## src/rtl/jdn_pkg.sv

```systemverilog
// Shared types, constants and lookup tables for the Julian day number converter.
package jdn_pkg;

    // Operation codes
    localparam logic OP_TO_JDN  = 1'b0;
    localparam logic OP_TO_DATE = 1'b1;

    // Register stages between the request port and the response register
    localparam int NUM_STAGES = 7;

    // Valid day number range: Jan 1 of year 0 through Dec 31 of year 9999
    localparam logic [22:0] JDN_MIN = 23'd1721060;
    localparam logic [22:0] JDN_MAX = 23'd5373484;

    // Reciprocal constants for exact truncating division by constants.
    // floor(x * RECIP >> SHIFT) == floor(x / D) as long as x_max * (D - 1) < 2**SHIFT.
    localparam int          DIV100_SHIFT = 19;
    localparam logic [12:0] DIV100_RECIP =
        13'(((64'd1 << DIV100_SHIFT) + 64'd99) / 64'd100);

    localparam int          DIVN_SHIFT = 43;
    localparam logic [25:0] DIVN_RECIP =
        26'(((64'd1 << DIVN_SHIFT) + 64'd146096) / 64'd146097);

    localparam int          DIVI_SHIFT = 49;
    localparam logic [28:0] DIVI_RECIP =
        29'(((64'd1 << DIVI_SHIFT) + 64'd1461000) / 64'd1461001);

    // Divide-by-2447 reciprocal with the factor of 80 folded in
    localparam int          DIVJ_SHIFT = 29;
    localparam logic [24:0] DIVJ80_RECIP =
        25'(64'd80 * (((64'd1 << DIVJ_SHIFT) + 64'd2446) / 64'd2447));

    typedef struct packed {
        logic        operation;
        logic [3:0]  month_in;
        logic [4:0]  day_in;
        logic [13:0] year_in;
        logic [22:0] day_number_in;
    } req_t;

    typedef struct packed {
        logic [22:0] day_number_out;
        logic [3:0]  month_out;
        logic [4:0]  day_out;
        logic [13:0] year_out;
        logic        valid_res;
    } rsp_t;

    // floor(367 * m' / 12), m' being the month counted from March
    function automatic logic [8:0] month_days367(input logic [3:0] month);
        logic [8:0] v;
        case (month)
            4'd1:    v = 9'd336;
            4'd2:    v = 9'd367;
            4'd3:    v = 9'd30;
            4'd4:    v = 9'd61;
            4'd5:    v = 9'd91;
            4'd6:    v = 9'd122;
            4'd7:    v = 9'd152;
            4'd8:    v = 9'd183;
            4'd9:    v = 9'd214;
            4'd10:   v = 9'd244;
            4'd11:   v = 9'd275;
            4'd12:   v = 9'd305;
            default: v = 9'd0;
        endcase
        return v;
    endfunction

    // floor(2447 * j / 80): day offset of month index j
    function automatic logic [8:0] day_offset2447(input logic [3:0] j);
        logic [8:0] v;
        case (j)
            4'd0:    v = 9'd0;
            4'd1:    v = 9'd30;
            4'd2:    v = 9'd61;
            4'd3:    v = 9'd91;
            4'd4:    v = 9'd122;
            4'd5:    v = 9'd152;
            4'd6:    v = 9'd183;
            4'd7:    v = 9'd214;
            4'd8:    v = 9'd244;
            4'd9:    v = 9'd275;
            4'd10:   v = 9'd305;
            4'd11:   v = 9'd336;
            4'd12:   v = 9'd367;
            4'd13:   v = 9'd397;
            4'd14:   v = 9'd428;
            default: v = 9'd458;
        endcase
        return v;
    endfunction

endpackage

```

## src/rtl/jdn_enc.sv

```systemverilog
// Date to Julian day number datapath: date check, substitution and formula.
module jdn_enc (
    input  logic                          clk,
    input  logic [jdn_pkg::NUM_STAGES:1]  adv,
    input  logic [3:0]                    month_in,
    input  logic [4:0]                    day_in,
    input  logic [13:0]                   year_in,
    output logic [22:0]                   day_number,
    output logic                          date_ok
);
    import jdn_pkg::*;

    localparam logic [3:0]  DEF_MONTH   = 4'd5;
    localparam logic [4:0]  DEF_DAY     = 5'd11;
    localparam logic [13:0] DEF_YEAR    = 14'd1959;
    localparam logic [13:0] YEAR_MAX    = 14'd9999;
    localparam logic [23:0] DATE_OFFSET = 24'd32075;

    // stage 1 signals
    logic [26:0] yq_prod;
    logic [7:0]  q100_next;
    logic [3:0]  s1_month_reg;
    logic [4:0]  s1_day_reg;
    logic [13:0] s1_year_reg;
    logic [7:0]  s1_q100_reg;

    // stage 2 signals
    logic [13:0] rem100_full;
    logic [6:0]  rem100;
    logic        leap;
    logic [4:0]  month_len;
    logic        ok_next;
    logic [3:0]  month_sel;
    logic [4:0]  day_sel;
    logic [13:0] year_sel;
    logic        early;
    logic [14:0] ya_next;
    logic [13:0] yc_next;
    logic        s2_ok_reg;
    logic [3:0]  s2_month_reg;
    logic [4:0]  s2_day_reg;
    logic [14:0] s2_ya_reg;
    logic [13:0] s2_yc_reg;

    // stage 3 signals
    logic [25:0] ya_prod;
    logic [22:0] base_next;
    logic [26:0] yc_prod;
    logic [7:0]  cent_next;
    logic        s3_ok_reg;
    logic [3:0]  s3_month_reg;
    logic [4:0]  s3_day_reg;
    logic [22:0] s3_base_reg;
    logic [7:0]  s3_cent_reg;

    // stage 4 and alignment tail
    logic [9:0]  cent3;
    logic [23:0] jdn_sum;
    logic [22:0] jdn_next;
    logic [22:0] jdn_pipe_reg [4:NUM_STAGES];
    logic [NUM_STAGES:4] ok_pipe_reg;

    // Stage 1: year / 100 for the leap rule
    assign yq_prod   = 27'(year_in) * 27'(DIV100_RECIP);
    assign q100_next = yq_prod[DIV100_SHIFT +: 8];

    always_ff @(posedge clk)
    begin
        if (adv[1])
        begin
            s1_month_reg <= month_in;
            s1_day_reg   <= day_in;
            s1_year_reg  <= year_in;
            s1_q100_reg  <= q100_next;
        end
    end

    // Stage 2: date check, default date substitution, March-based year
    always_comb
    begin
        rem100_full = s1_year_reg - (14'(s1_q100_reg) * 14'd100);
        rem100      = rem100_full[6:0];
        leap        = (s1_year_reg[1:0] == 2'd0) &&
                      ((rem100 != 7'd0) || (s1_q100_reg[1:0] == 2'd0));
        case (s1_month_reg)
            4'd2:                     month_len = leap ? 5'd29 : 5'd28;
            4'd4, 4'd6, 4'd9, 4'd11:  month_len = 5'd30;
            default:                  month_len = 5'd31;
        endcase
        ok_next = (s1_year_reg <= YEAR_MAX) &&
                  (s1_month_reg >= 4'd1) && (s1_month_reg <= 4'd12) &&
                  (s1_day_reg >= 5'd1) && (s1_day_reg <= month_len);
        month_sel = ok_next ? s1_month_reg : DEF_MONTH;
        day_sel   = ok_next ? s1_day_reg   : DEF_DAY;
        year_sel  = ok_next ? s1_year_reg  : DEF_YEAR;
        // January and February count as months of the previous year
        early   = (month_sel <= 4'd2);
        ya_next = 15'(year_sel) + 15'd4800 - 15'(early);
        yc_next = year_sel + 14'd4900 - 14'(early);
    end

    always_ff @(posedge clk)
    begin
        if (adv[2])
        begin
            s2_ok_reg    <= ok_next;
            s2_month_reg <= month_sel;
            s2_day_reg   <= day_sel;
            s2_ya_reg    <= ya_next;
            s2_yc_reg    <= yc_next;
        end
    end

    // Stage 3: days of whole years, and century count
    assign ya_prod   = 26'(s2_ya_reg) * 26'd1461;
    assign base_next = ya_prod[24:2];
    assign yc_prod   = 27'(s2_yc_reg) * 27'(DIV100_RECIP);
    assign cent_next = yc_prod[DIV100_SHIFT +: 8];

    always_ff @(posedge clk)
    begin
        if (adv[3])
        begin
            s3_ok_reg    <= s2_ok_reg;
            s3_month_reg <= s2_month_reg;
            s3_day_reg   <= s2_day_reg;
            s3_base_reg  <= base_next;
            s3_cent_reg  <= cent_next;
        end
    end

    // Stage 4: final sum with the Gregorian century correction
    always_comb
    begin
        cent3    = 10'(s3_cent_reg) * 10'd3;
        jdn_sum  = 24'(s3_day_reg) + 24'(s3_base_reg) + 24'(month_days367(s3_month_reg))
                 - 24'(cent3[9:2]) - DATE_OFFSET;
        jdn_next = jdn_sum[22:0];
    end

    // Stage 4 register, then delay to line up with the decode path
    always_ff @(posedge clk)
    begin
        if (adv[4])
        begin
            jdn_pipe_reg[4] <= jdn_next;
            ok_pipe_reg[4]  <= s3_ok_reg;
        end
        for (int s = 5; s <= NUM_STAGES; s++)
        begin
            if (adv[s])
            begin
                jdn_pipe_reg[s] <= jdn_pipe_reg[s-1];
                ok_pipe_reg[s]  <= ok_pipe_reg[s-1];
            end
        end
    end

    assign day_number = jdn_pipe_reg[NUM_STAGES];
    assign date_ok    = ok_pipe_reg[NUM_STAGES];

endmodule

```

## src/rtl/jdn_dec.sv

```systemverilog
// Julian day number to date datapath; each constant division has a stage of its own.
module jdn_dec (
    input  logic                          clk,
    input  logic [jdn_pkg::NUM_STAGES:1]  adv,
    input  logic [22:0]                   day_number_in,
    output logic [3:0]                    month,
    output logic [4:0]                    day,
    output logic [13:0]                   year,
    output logic                          range_ok
);
    import jdn_pkg::*;

    localparam logic [23:0] JDN_BIAS   = 24'd68569;
    localparam logic [25:0] CYCLE_DAYS = 26'd146097;
    localparam logic [14:0] YEAR_BIAS  = 15'd4900;

    // stage 1
    logic [23:0] l_next;
    logic        rng_next;
    logic [23:0] s1_l_reg;
    logic        s1_rng_reg;

    // stage 2
    logic [50:0] n_prod;
    logic [7:0]  n_next;
    logic [23:0] s2_l_reg;
    logic [7:0]  s2_n_reg;
    logic        s2_rng_reg;

    // stage 3
    logic [25:0] cyc_prod;
    logic [25:0] cyc_round;
    logic [23:0] l2_full;
    logic [15:0] s3_l2_reg;
    logic [7:0]  s3_n_reg;
    logic        s3_rng_reg;

    // stage 4
    logic [27:0] x_next;
    logic [27:0] s4_x_reg;
    logic [15:0] s4_l2_reg;
    logic [7:0]  s4_n_reg;
    logic        s4_rng_reg;

    // stage 5
    logic [56:0] i_prod;
    logic [6:0]  i_next;
    logic [6:0]  s5_i_reg;
    logic [15:0] s5_l2_reg;
    logic [7:0]  s5_n_reg;
    logic        s5_rng_reg;

    // stage 6
    logic [17:0] yr4_prod;
    logic [15:0] l3_full;
    logic [14:0] yr_next;
    logic [9:0]  s6_l3_reg;
    logic [14:0] s6_yr_reg;
    logic        s6_rng_reg;

    // stage 7
    logic [34:0] j_prod;
    logic [3:0]  j_next;
    logic [3:0]  s7_j_reg;
    logic [9:0]  s7_l3_reg;
    logic [14:0] s7_yr_reg;
    logic        s7_rng_reg;

    // output step
    logic        wrap;
    logic [9:0]  day_full;
    logic [14:0] year_full;

    // Stage 1: bias and range check
    assign l_next   = 24'(day_number_in) + JDN_BIAS;
    assign rng_next = (day_number_in >= JDN_MIN) && (day_number_in <= JDN_MAX);

    always_ff @(posedge clk)
    begin
        if (adv[1])
        begin
            s1_l_reg   <= l_next;
            s1_rng_reg <= rng_next;
        end
    end

    // Stage 2: n = 4l / 146097 (400-year cycles)
    assign n_prod = 51'({s1_l_reg, 2'b00}) * 51'(DIVN_RECIP);
    assign n_next = n_prod[DIVN_SHIFT +: 8];

    always_ff @(posedge clk)
    begin
        if (adv[2])
        begin
            s2_l_reg   <= s1_l_reg;
            s2_n_reg   <= n_next;
            s2_rng_reg <= s1_rng_reg;
        end
    end

    // Stage 3: remove the whole cycles
    assign cyc_prod  = 26'(s2_n_reg) * CYCLE_DAYS;
    assign cyc_round = cyc_prod + 26'd3;
    assign l2_full   = s2_l_reg - cyc_round[25:2];

    always_ff @(posedge clk)
    begin
        if (adv[3])
        begin
            s3_l2_reg  <= l2_full[15:0];
            s3_n_reg   <= s2_n_reg;
            s3_rng_reg <= s2_rng_reg;
        end
    end

    // Stage 4: scale for the year-in-cycle division
    assign x_next = (28'(s3_l2_reg) + 28'd1) * 28'd4000;

    always_ff @(posedge clk)
    begin
        if (adv[4])
        begin
            s4_x_reg   <= x_next;
            s4_l2_reg  <= s3_l2_reg;
            s4_n_reg   <= s3_n_reg;
            s4_rng_reg <= s3_rng_reg;
        end
    end

    // Stage 5: i = 4000 (l2 + 1) / 1461001
    assign i_prod = 57'(s4_x_reg) * 57'(DIVI_RECIP);
    assign i_next = i_prod[DIVI_SHIFT +: 7];

    always_ff @(posedge clk)
    begin
        if (adv[5])
        begin
            s5_i_reg   <= i_next;
            s5_l2_reg  <= s4_l2_reg;
            s5_n_reg   <= s4_n_reg;
            s5_rng_reg <= s4_rng_reg;
        end
    end

    // Stage 6: day within the March-based year, and partial year
    assign yr4_prod = 18'(s5_i_reg) * 18'd1461;
    assign l3_full  = s5_l2_reg - yr4_prod[17:2] + 16'd31;
    assign yr_next  = 15'(s5_n_reg) * 15'd100 + 15'(s5_i_reg);

    always_ff @(posedge clk)
    begin
        if (adv[6])
        begin
            s6_l3_reg  <= l3_full[9:0];
            s6_yr_reg  <= yr_next;
            s6_rng_reg <= s5_rng_reg;
        end
    end

    // Stage 7: month index j = 80 l3 / 2447
    assign j_prod = 35'(s6_l3_reg) * 35'(DIVJ80_RECIP);
    assign j_next = j_prod[DIVJ_SHIFT +: 4];

    always_ff @(posedge clk)
    begin
        if (adv[7])
        begin
            s7_j_reg   <= j_next;
            s7_l3_reg  <= s6_l3_reg;
            s7_yr_reg  <= s6_yr_reg;
            s7_rng_reg <= s6_rng_reg;
        end
    end

    // Output step: January and February roll into the next year
    always_comb
    begin
        wrap      = (s7_j_reg >= 4'd11);
        day_full  = s7_l3_reg - 10'(day_offset2447(s7_j_reg));
        year_full = s7_yr_reg + 15'(wrap) - YEAR_BIAS;
        month     = '0;
        day       = '0;
        year      = '0;
        if (s7_rng_reg)
        begin
            month = s7_j_reg + 4'd2 - (wrap ? 4'd12 : 4'd0);
            day   = day_full[4:0];
            year  = year_full[13:0];
        end
    end

    assign range_ok = s7_rng_reg;

endmodule

```

## src/rtl/julian_day_number_converter.sv

```systemverilog
// Top level of the Julian day number converter: pipeline control and response register.
//
// Usage:
//   Requests arrive on req (req_valid / req_stall); a transaction is taken at a
//   rising edge with req_valid high and req_stall low. req.operation picks the
//   conversion: date to Julian day number, or day number back to a date.
//   Results leave on rsp (rsp_valid / rsp_stall), one per request, in order.
//   Path: a request taken on req passes seven stages of datapath registers,
//   then the response register, before it shows up on rsp.
//   Throughput: one transaction per cycle unless a stall on rsp backs up the
//   pipeline; each constant division is a reciprocal multiply that owns one
//   pipeline stage, the widest being the 28 x 29 bit multiply of the year-in-cycle division.
//   Stall: when rsp_stall holds a result, rsp stays put and the stages behind
//   it keep moving until the first occupied stage; req_stall rises only once
//   every stage is full. Nothing is dropped or repeated.
//   Reset: rst_n clears all stage valid bits and rsp_valid; the data and operation
//   code registers are not reset, and the block is ready for a request right after reset.
module julian_day_number_converter (
    input  logic           clk,
    input  logic           rst_n,
    input  logic           req_valid,
    output logic           req_stall,
    input  jdn_pkg::req_t  req,
    output logic           rsp_valid,
    input  logic           rsp_stall,
    output jdn_pkg::rsp_t  rsp
);
    import jdn_pkg::*;

    logic [NUM_STAGES:1]   vld_reg;
    logic [NUM_STAGES:1]   op_reg;
    logic [NUM_STAGES+1:1] rdy;
    logic                  rsp_valid_reg;
    rsp_t                  rsp_reg;
    rsp_t                  rsp_next;

    logic [22:0] enc_jdn;
    logic        enc_ok;
    logic [3:0]  dec_month;
    logic [4:0]  dec_day;
    logic [13:0] dec_year;
    logic        dec_ok;

    // Ready chain: a stage loads when empty or when the one after it moves
    always_comb
    begin
        rdy[NUM_STAGES+1] = !rsp_valid_reg || !rsp_stall;
        for (int s = NUM_STAGES; s >= 1; s--)
        begin
            rdy[s] = !vld_reg[s] || rdy[s+1];
        end
    end

    assign req_stall = !rdy[1];

    // Stage valid bits and response valid
    always_ff @(posedge clk or negedge rst_n)
    begin
        if (!rst_n)
        begin
            vld_reg       <= '0;
            rsp_valid_reg <= 1'b0;
        end
        else
        begin
            if (rdy[1])
            begin
                vld_reg[1] <= req_valid;
            end
            for (int s = 2; s <= NUM_STAGES; s++)
            begin
                if (rdy[s])
                begin
                    vld_reg[s] <= vld_reg[s-1];
                end
            end
            if (rdy[NUM_STAGES+1])
            begin
                rsp_valid_reg <= vld_reg[NUM_STAGES];
            end
        end
    end

    // Operation code travels alongside the data
    always_ff @(posedge clk)
    begin
        if (rdy[1])
        begin
            op_reg[1] <= req.operation;
        end
        for (int s = 2; s <= NUM_STAGES; s++)
        begin
            if (rdy[s])
            begin
                op_reg[s] <= op_reg[s-1];
            end
        end
    end

    jdn_enc u_enc (
        .clk        (clk),
        .adv        (rdy[NUM_STAGES:1]),
        .month_in   (req.month_in),
        .day_in     (req.day_in),
        .year_in    (req.year_in),
        .day_number (enc_jdn),
        .date_ok    (enc_ok)
    );

    jdn_dec u_dec (
        .clk           (clk),
        .adv           (rdy[NUM_STAGES:1]),
        .day_number_in (req.day_number_in),
        .month         (dec_month),
        .day           (dec_day),
        .year          (dec_year),
        .range_ok      (dec_ok)
    );

    // Result select; the fields of the other conversion read as zero
    always_comb
    begin
        rsp_next = '0;
        if (op_reg[NUM_STAGES] == OP_TO_JDN)
        begin
            rsp_next.day_number_out = enc_jdn;
            rsp_next.valid_res      = enc_ok;
        end
        else
        begin
            rsp_next.month_out = dec_month;
            rsp_next.day_out   = dec_day;
            rsp_next.year_out  = dec_year;
            rsp_next.valid_res = dec_ok;
        end
    end

    // Response register
    always_ff @(posedge clk)
    begin
        if (rdy[NUM_STAGES+1])
        begin
            rsp_reg <= rsp_next;
        end
    end

    assign rsp_valid = rsp_valid_reg;
    assign rsp       = rsp_reg;

endmodule

```

## config.mk

```make
export PLATFORM = sky130hd
export DESIGN_NAME = julian_day_number_converter
export DESIGN_NICKNAME = d
export VERILOG_FILES = /design/src/rtl/jdn_pkg.sv /design/src/rtl/jdn_enc.sv /design/src/rtl/jdn_dec.sv /design/src/rtl/julian_day_number_converter.sv
export SDC_FILE = /design/constraint.sdc
export NUM_CORES = 2
export LEC_CHECK = 0
export ABC_AREA = 1
export BUFFER_PORTS_ARGS = -buffer_cell sky130_fd_sc_hd__buf_4
export CORE_MARGIN = 2
export CORE_UTILIZATION = 42
export DETAILED_ROUTE_END_ITERATION = 8
export PLACE_DENSITY = 0.6
export SLEW_MARGIN = 20
export SYNTH_ARGS = -nofsm -noshare
export SYNTH_HDL_FRONTEND = slang
export SYNTH_SLANG_ARGS = --single-unit
```

## constraint.sdc

```tcl
create_clock -name clk -period 8.5 [get_ports clk]
set_input_delay 2.125 -clock clk [delete_from_list [all_inputs] [get_ports clk]]
set_output_delay 2.125 -clock clk [all_outputs]
set_load 0.005 [all_outputs]
```

# == Word-level counts from Yosys, hierarchy flattened ==
# Memories as Yosys holds them, arrays and structs flattened. A register that Yosys moved wholly into a read port is not among the register bits.
# Index checks and enable logic that the tools add are counted.
# word_totals
reg_bits,346
ram_bits,92
rom_bits,288
inputBits,51
out_inout_bits,49
elab_cells,156
memories,3
# op_classes
n_addsub,21
mul,12
magnitude_cmp,9
eq_ne,5
n_mux,16
reduce_logical,30
# memory_table
name,depth,word_bits,read_ports,rd_clocked_by_memory_dff,wr,line,rtl
(no name shown),16,9,1,1,0,jdn_pkg.sv:74,case (j)
(no name shown),16,9,1,1,0,jdn_pkg.sv:53,case (month)
u_enc.jdn_pipe_reg,4,23,4,1,4,jdn_enc.sv:60,logic [22:0] jdn_pipe_reg [4:NUM_STAGES];
# ops
op,n
"multiplier 14 x 13 -> 27 bit, second input constant",2
"multiplier 23 x 27 -> 49 bit, second input constant",1
"multiplier 24 x 24 -> 47 bit, second input constant",1
"multiplier 28 x 7 -> 23 bit, second input constant",1
"multiplier 10 x 18 -> 26 bit, second input constant",1
"multiplier 15 x 11 -> 25 bit, second input constant",1
"adder 23 x 17 -> 24 bit, second input constant",1
adder 23 x 9 -> 23 bit,1
adder 5 x 23 -> 23 bit,1
"greater-or-equal comparator 23 x 21 -> 1 bit, second input constant",1
"less-or-equal comparator 23 bit, second input constant",1
"subtractor 23 x 15 -> 23 bit, second input constant",1
subtractor 23 x 8 -> 23 bit,1
"adder 18 x 2 -> 18 bit, second input constant",1
"multiplier 8 x 18 -> 18 bit, second input constant",1
"adder 16 x 1 -> 17 bit, second input constant",1
2-to-1 mux 4 bit,4
subtractor 16 bit,1
"adder 14 x 13 -> 15 bit, second input constant",1
subtractor 15 x 1 -> 15 bit,1
adder 14 x 1 -> 14 bit,1
"adder 14 x 13 -> 14 bit, second input constant",1
adder 14 x 7 -> 14 bit,1
"less-or-equal comparator 14 bit, second input constant",1
31 further kinds,65

# == Depth between registers and ports, before layout ==
# logic_depth
depth_word,12
mapped_depth,34
depth_no_buf,34

# == Modules after synthesis ==
# From an unflattened synthesis, not the netlist that was laid out.
# hier_totals
cells_unflattened,6390
area_unflattened_um2,62140.8
# by_module_without_submodules
module,instances,cells_each,area_per_inst_um2,seq_area_each_um2
jdn_dec,1,4203,39337.7,5865.6
jdn_enc,1,2001,20455.9,6246.0
julian_day_number_converter,1,186,2347.3,1821.7

# == Worst setup path before layout ==
# No wires, ideal clock.
# synth_path
path_type,input-to-output
start,input rsp_stall
end,output req_stall
arrival_time_ns,5.124
required_ns,6.375
setup_slack_ns,1.251
path_stages,8
path_buffers,0
cell_sequence,nand3_2 > nor2_4 > nand2_2 > nor2_4 > nand2_4 > nor2_1 > inv_1 > nor2_1
# synth_between
elab_chain_cells,10
# synth_rtl
element,line,rtl
start: declaration,julian_day_number_converter.sv:25,"input logic rsp_stall,"
zero test 1 bit,julian_day_number_converter.sv:47,rdy[NUM_STAGES+1] = !rsp_valid_reg || !rsp_stall;
logical OR 1 bit,julian_day_number_converter.sv:47,
logical OR 1 bit (3 in a row),julian_day_number_converter.sv:50,rdy[s] = !vld_reg[s] || rdy[s+1];
"via rdy, one bit",julian_day_number_converter.sv:32,logic [NUM_STAGES+1:1] rdy;
logical OR 1 bit (3 in a row),julian_day_number_converter.sv:50,
"via rdy, one bit",julian_day_number_converter.sv:32,
logical OR 1 bit,julian_day_number_converter.sv:50,
zero test 1 bit,julian_day_number_converter.sv:54,assign req_stall = !rdy[1];
end: declaration,julian_day_number_converter.sv:22,"output logic req_stall,"
# The timed path passes the listed nets, and every way through them passes these cells.

# == Worst setup path after layout ==
# layout_path
start,register u_dec.s1_l_reg[2]
end,"register u_dec.s2_n_reg[6], data pin"
# layout_between
elab_chain_cells,1
# layout_rtl
element,line,rtl
start: declaration,jdn_dec.sv:20,logic [23:0] s1_l_reg;
start signal: assignment,jdn_dec.sv:82,s1_l_reg <= l_next;
multiplier 24 x 24 -> 47 bit,jdn_dec.sv:88,"assign n_prod = 51'({s1_l_reg, 2'b00}) * 51'(DIVN_RECIP);"
via u_dec.n_prod[49],jdn_dec.sv:24,logic [50:0] n_prod;
end signal: assignment,jdn_dec.sv:96,s2_n_reg <= n_next;
end: declaration,jdn_dec.sv:27,logic [7:0] s2_n_reg;
# The timed path passes the listed nets, and every way through them passes these cells.
# A chain may end at the register's enable or synchronous reset.

==> flow_summary.toml <==
[cts]
path_clk_slew_ns = 0.07
cts_tree = "yes"
post-cts-setup-buffers = 0
hold_buffers = 0
htreeDepth = 2
cts_sinks = 470
cts-resized-gates = 0
numCtsBuffers = 55
clk_latency_ns = 0.68
root_buffer = "clkbuf_16"
clockBufferDepth = 3

[global_route]
grt_use_met3_pct = 2.111
antenna_found_initial = 1
grt_overflow = 0
busiest_layer = "met2"
grt_start_max_net_pins = 65
grt_pass1_vias = 44210
met2_usage_pct = 33.41
use_met1_pct = 27.18
groute.usage.overall_pct = 19.69
grt_first_pass_wirelength_mm = 236.0

[routing]
wl_per_cell_um = 16.90
drc = 0
num_vias = 40920
drt-total-wl_mm = 142.8
via_per_inst = 4.843
dr.pass1.iters = 5
ant_nets = 0
drt_iter0_drc = 2239

[timing]
setup_viol = 0
setup_tns_ns = 0
max-slew-margin-rel_pct = 32.72
rsz0062_at_grt = "false"
fmax_mhz = 157.8
hold_viol = 0
fin_crit_sh_pct = 74.55
worstMarginPinSlew_ns = 1.009
slew_viol_final = 0
period_needed_ns = 6.337
skew_ns = 0.05936
whs_ns = 0.3693

[hold_path]
hold_start = "u_dec.s3_n_reg[6]"
hold_class = "flop to flop"
min_path_cells = 0

[outcome]
status = "finished clean"

[worst_setup_path]
crit_path_end_kind = "flop"
startpoint = "u_dec.s1_l_reg[2]"
crit_type = "flop to flop"
cp_common_cell = "fa_1"
r2r_slack_ns = 2.16
cp-start-kind = "flop"
path_cells = "inv_1 > fa_1 > inv_1 > fa_1 > inv_1 > fa_1 > fa_1 > fa_1 > fa_1 > fa_1 > inv_1 > ha_1 > nand2_1 > nor2_1 > inv_1 > nor2_1 > nand4_1 > nor4_1 > nand2_1 > nand4_1 > nand2_1"
critical_path.max_stage_delay_ns = 0.57
cp_max_fo = 8
cp.required_ns = 8.89
cp_slowest_cell = "edfxtp_1"
reg2regPathDepth = 21
r2r_start = "u_dec.s1_l_reg[2]"
arrival_ns = 6.72

[die]
rows = 140
ios = 100
start_util_pct = 42.35
die_h_um = 387.6
fp.dieW_um = 387.6
design.core.area_sq_um = 145900
die-area_sq_um = 150200

[synthesis]
synth_most_common_cell = "inv_1"
synth_largest_area_cell = "fa_1"
yosysSeqAreaShare_pct = 22.55
yosysUniqueCellTypes = 59
syn_nets = 8271
syn_inst = 6331
synth_commonest_cells = "1772 x inv_1, 1053 x ha_1, 836 x fa_1, 744 x nand2_1, 448 x edfxtp_1"
synth_edf_count = 448
synth_top_flop_cell = "edfxtp_1"
avgSynthCellArea_sq_um = 9.760
synth_area_leaders = "fa_1 27%, edfxtp_1 22%, ha_1 21%, inv_1 11%, nand2_1 4.5%"
async_flop_share_pct = 1.702
ys_ff_latch = 470
syn-cell-area_sq_um = 61790
yosysTopAreaCellShare_pct = 27.09
ys_warn_count = 0

[finish]
drive_gt1_share_pct = 3.889
areaGrowthSynthToFinish_pct = 8.177
antennaDiodeCount = 0
largest_reg_flops = 92
nets = 8428

[placed_design]
dp_hpwl_mm = 124.4
numPortBuffers = 99
place.gp.congestion = 0.9561

[flow_run]
maxCapViolCount = 0
==> layout by cell type, fill, tap and decap left out, drive strengths merged, types with 23 or more instances in the layout <==
cell	n
a21o	36
a21oi	279
a31oi	24
buf	109
clkbuf	61
clkinv	29
edfxtp	448
fa	836
ha	1053
inv	1781
nand2	758
nand3	158
nand4	70
nor2	299
nor3	46
nor4	30
o21ai	139
o21bai	23
xnor2	69
xor2	157
==> critical path, delay by kind of cell, from the launching register on <==
kind                     cells  cell delay (ns)
adder cells (fa/ha/maj)      8             3.99
buffers and inverters        5             0.42
flip-flops                   1             0.57
AND/OR/NAND/NOR              8             1.12
==> kinds of logic (layout without fill, tap and decap cells) <==
group	count (synthesis)	in the layout	synth area share, %
AOI/OAI and AO/OA	571	571	5.291
xor gates and xnor gates	226	226	3.203
adders and majority gates	1889	1889	48.41
buffers and inverters	1786	1987	10.88
DFF	470	470	22.55
and+or+nand+nor	1389	1389	9.669
==> cell type report <==
class | count | area, sq um
Inverter | 1777 | 6679
Timing Repair Buffer | 109 | 818.3
Fill cell | 13870 | 79070
Tap cell | 1917 | 2399
Clock buffer | 61 | 1399
Clock inverter | 40 | 471.7
Sequential cell | 470 | 13930
Multi-Input combinational cell | 4075 | 41140
==> path summary, 6_finish.rpt <==
check | endpoint
setup / recovery | u_dec.s2_n_reg[6]
hold / removal | u_dec.s4_n_reg[6]
setup reg to reg | u_dec.s2_n_reg[6]
hold reg to reg | u_dec.s4_n_reg[6]
max in group asynchronous | vld_reg[7]
min in group asynchronous | vld_reg[2]
==> through the flow <==
stage | instance area [sq um] | instances | util [%] | setup WS (ns)
2_1_floorplan | 61790 | 6331 | - | 1.251
3_3_place_gp | 64970 | 8348 | 44.53 | 2.186
3_5_place_dp | 64970 | 8348 | 44.53 | 2.107
4_1_cts | 66840 | 8449 | 45.81 | 2.138
5_1_grt | 66840 | 8449 | 45.81 | 1.747
6_report | 66840 | 8449 | 45.81 | 2.163
==> routing by layer <==
metal	vias up	routed length [um]
met5	-	0
met4	0	3056
met2	624	67360
met3	146	5250
li1	20240	-
met1	19910	67130
Power is left out: the tool's default activity adds up to more than one toggle a clock period on the data nets, which glitch-free logic cannot reach.
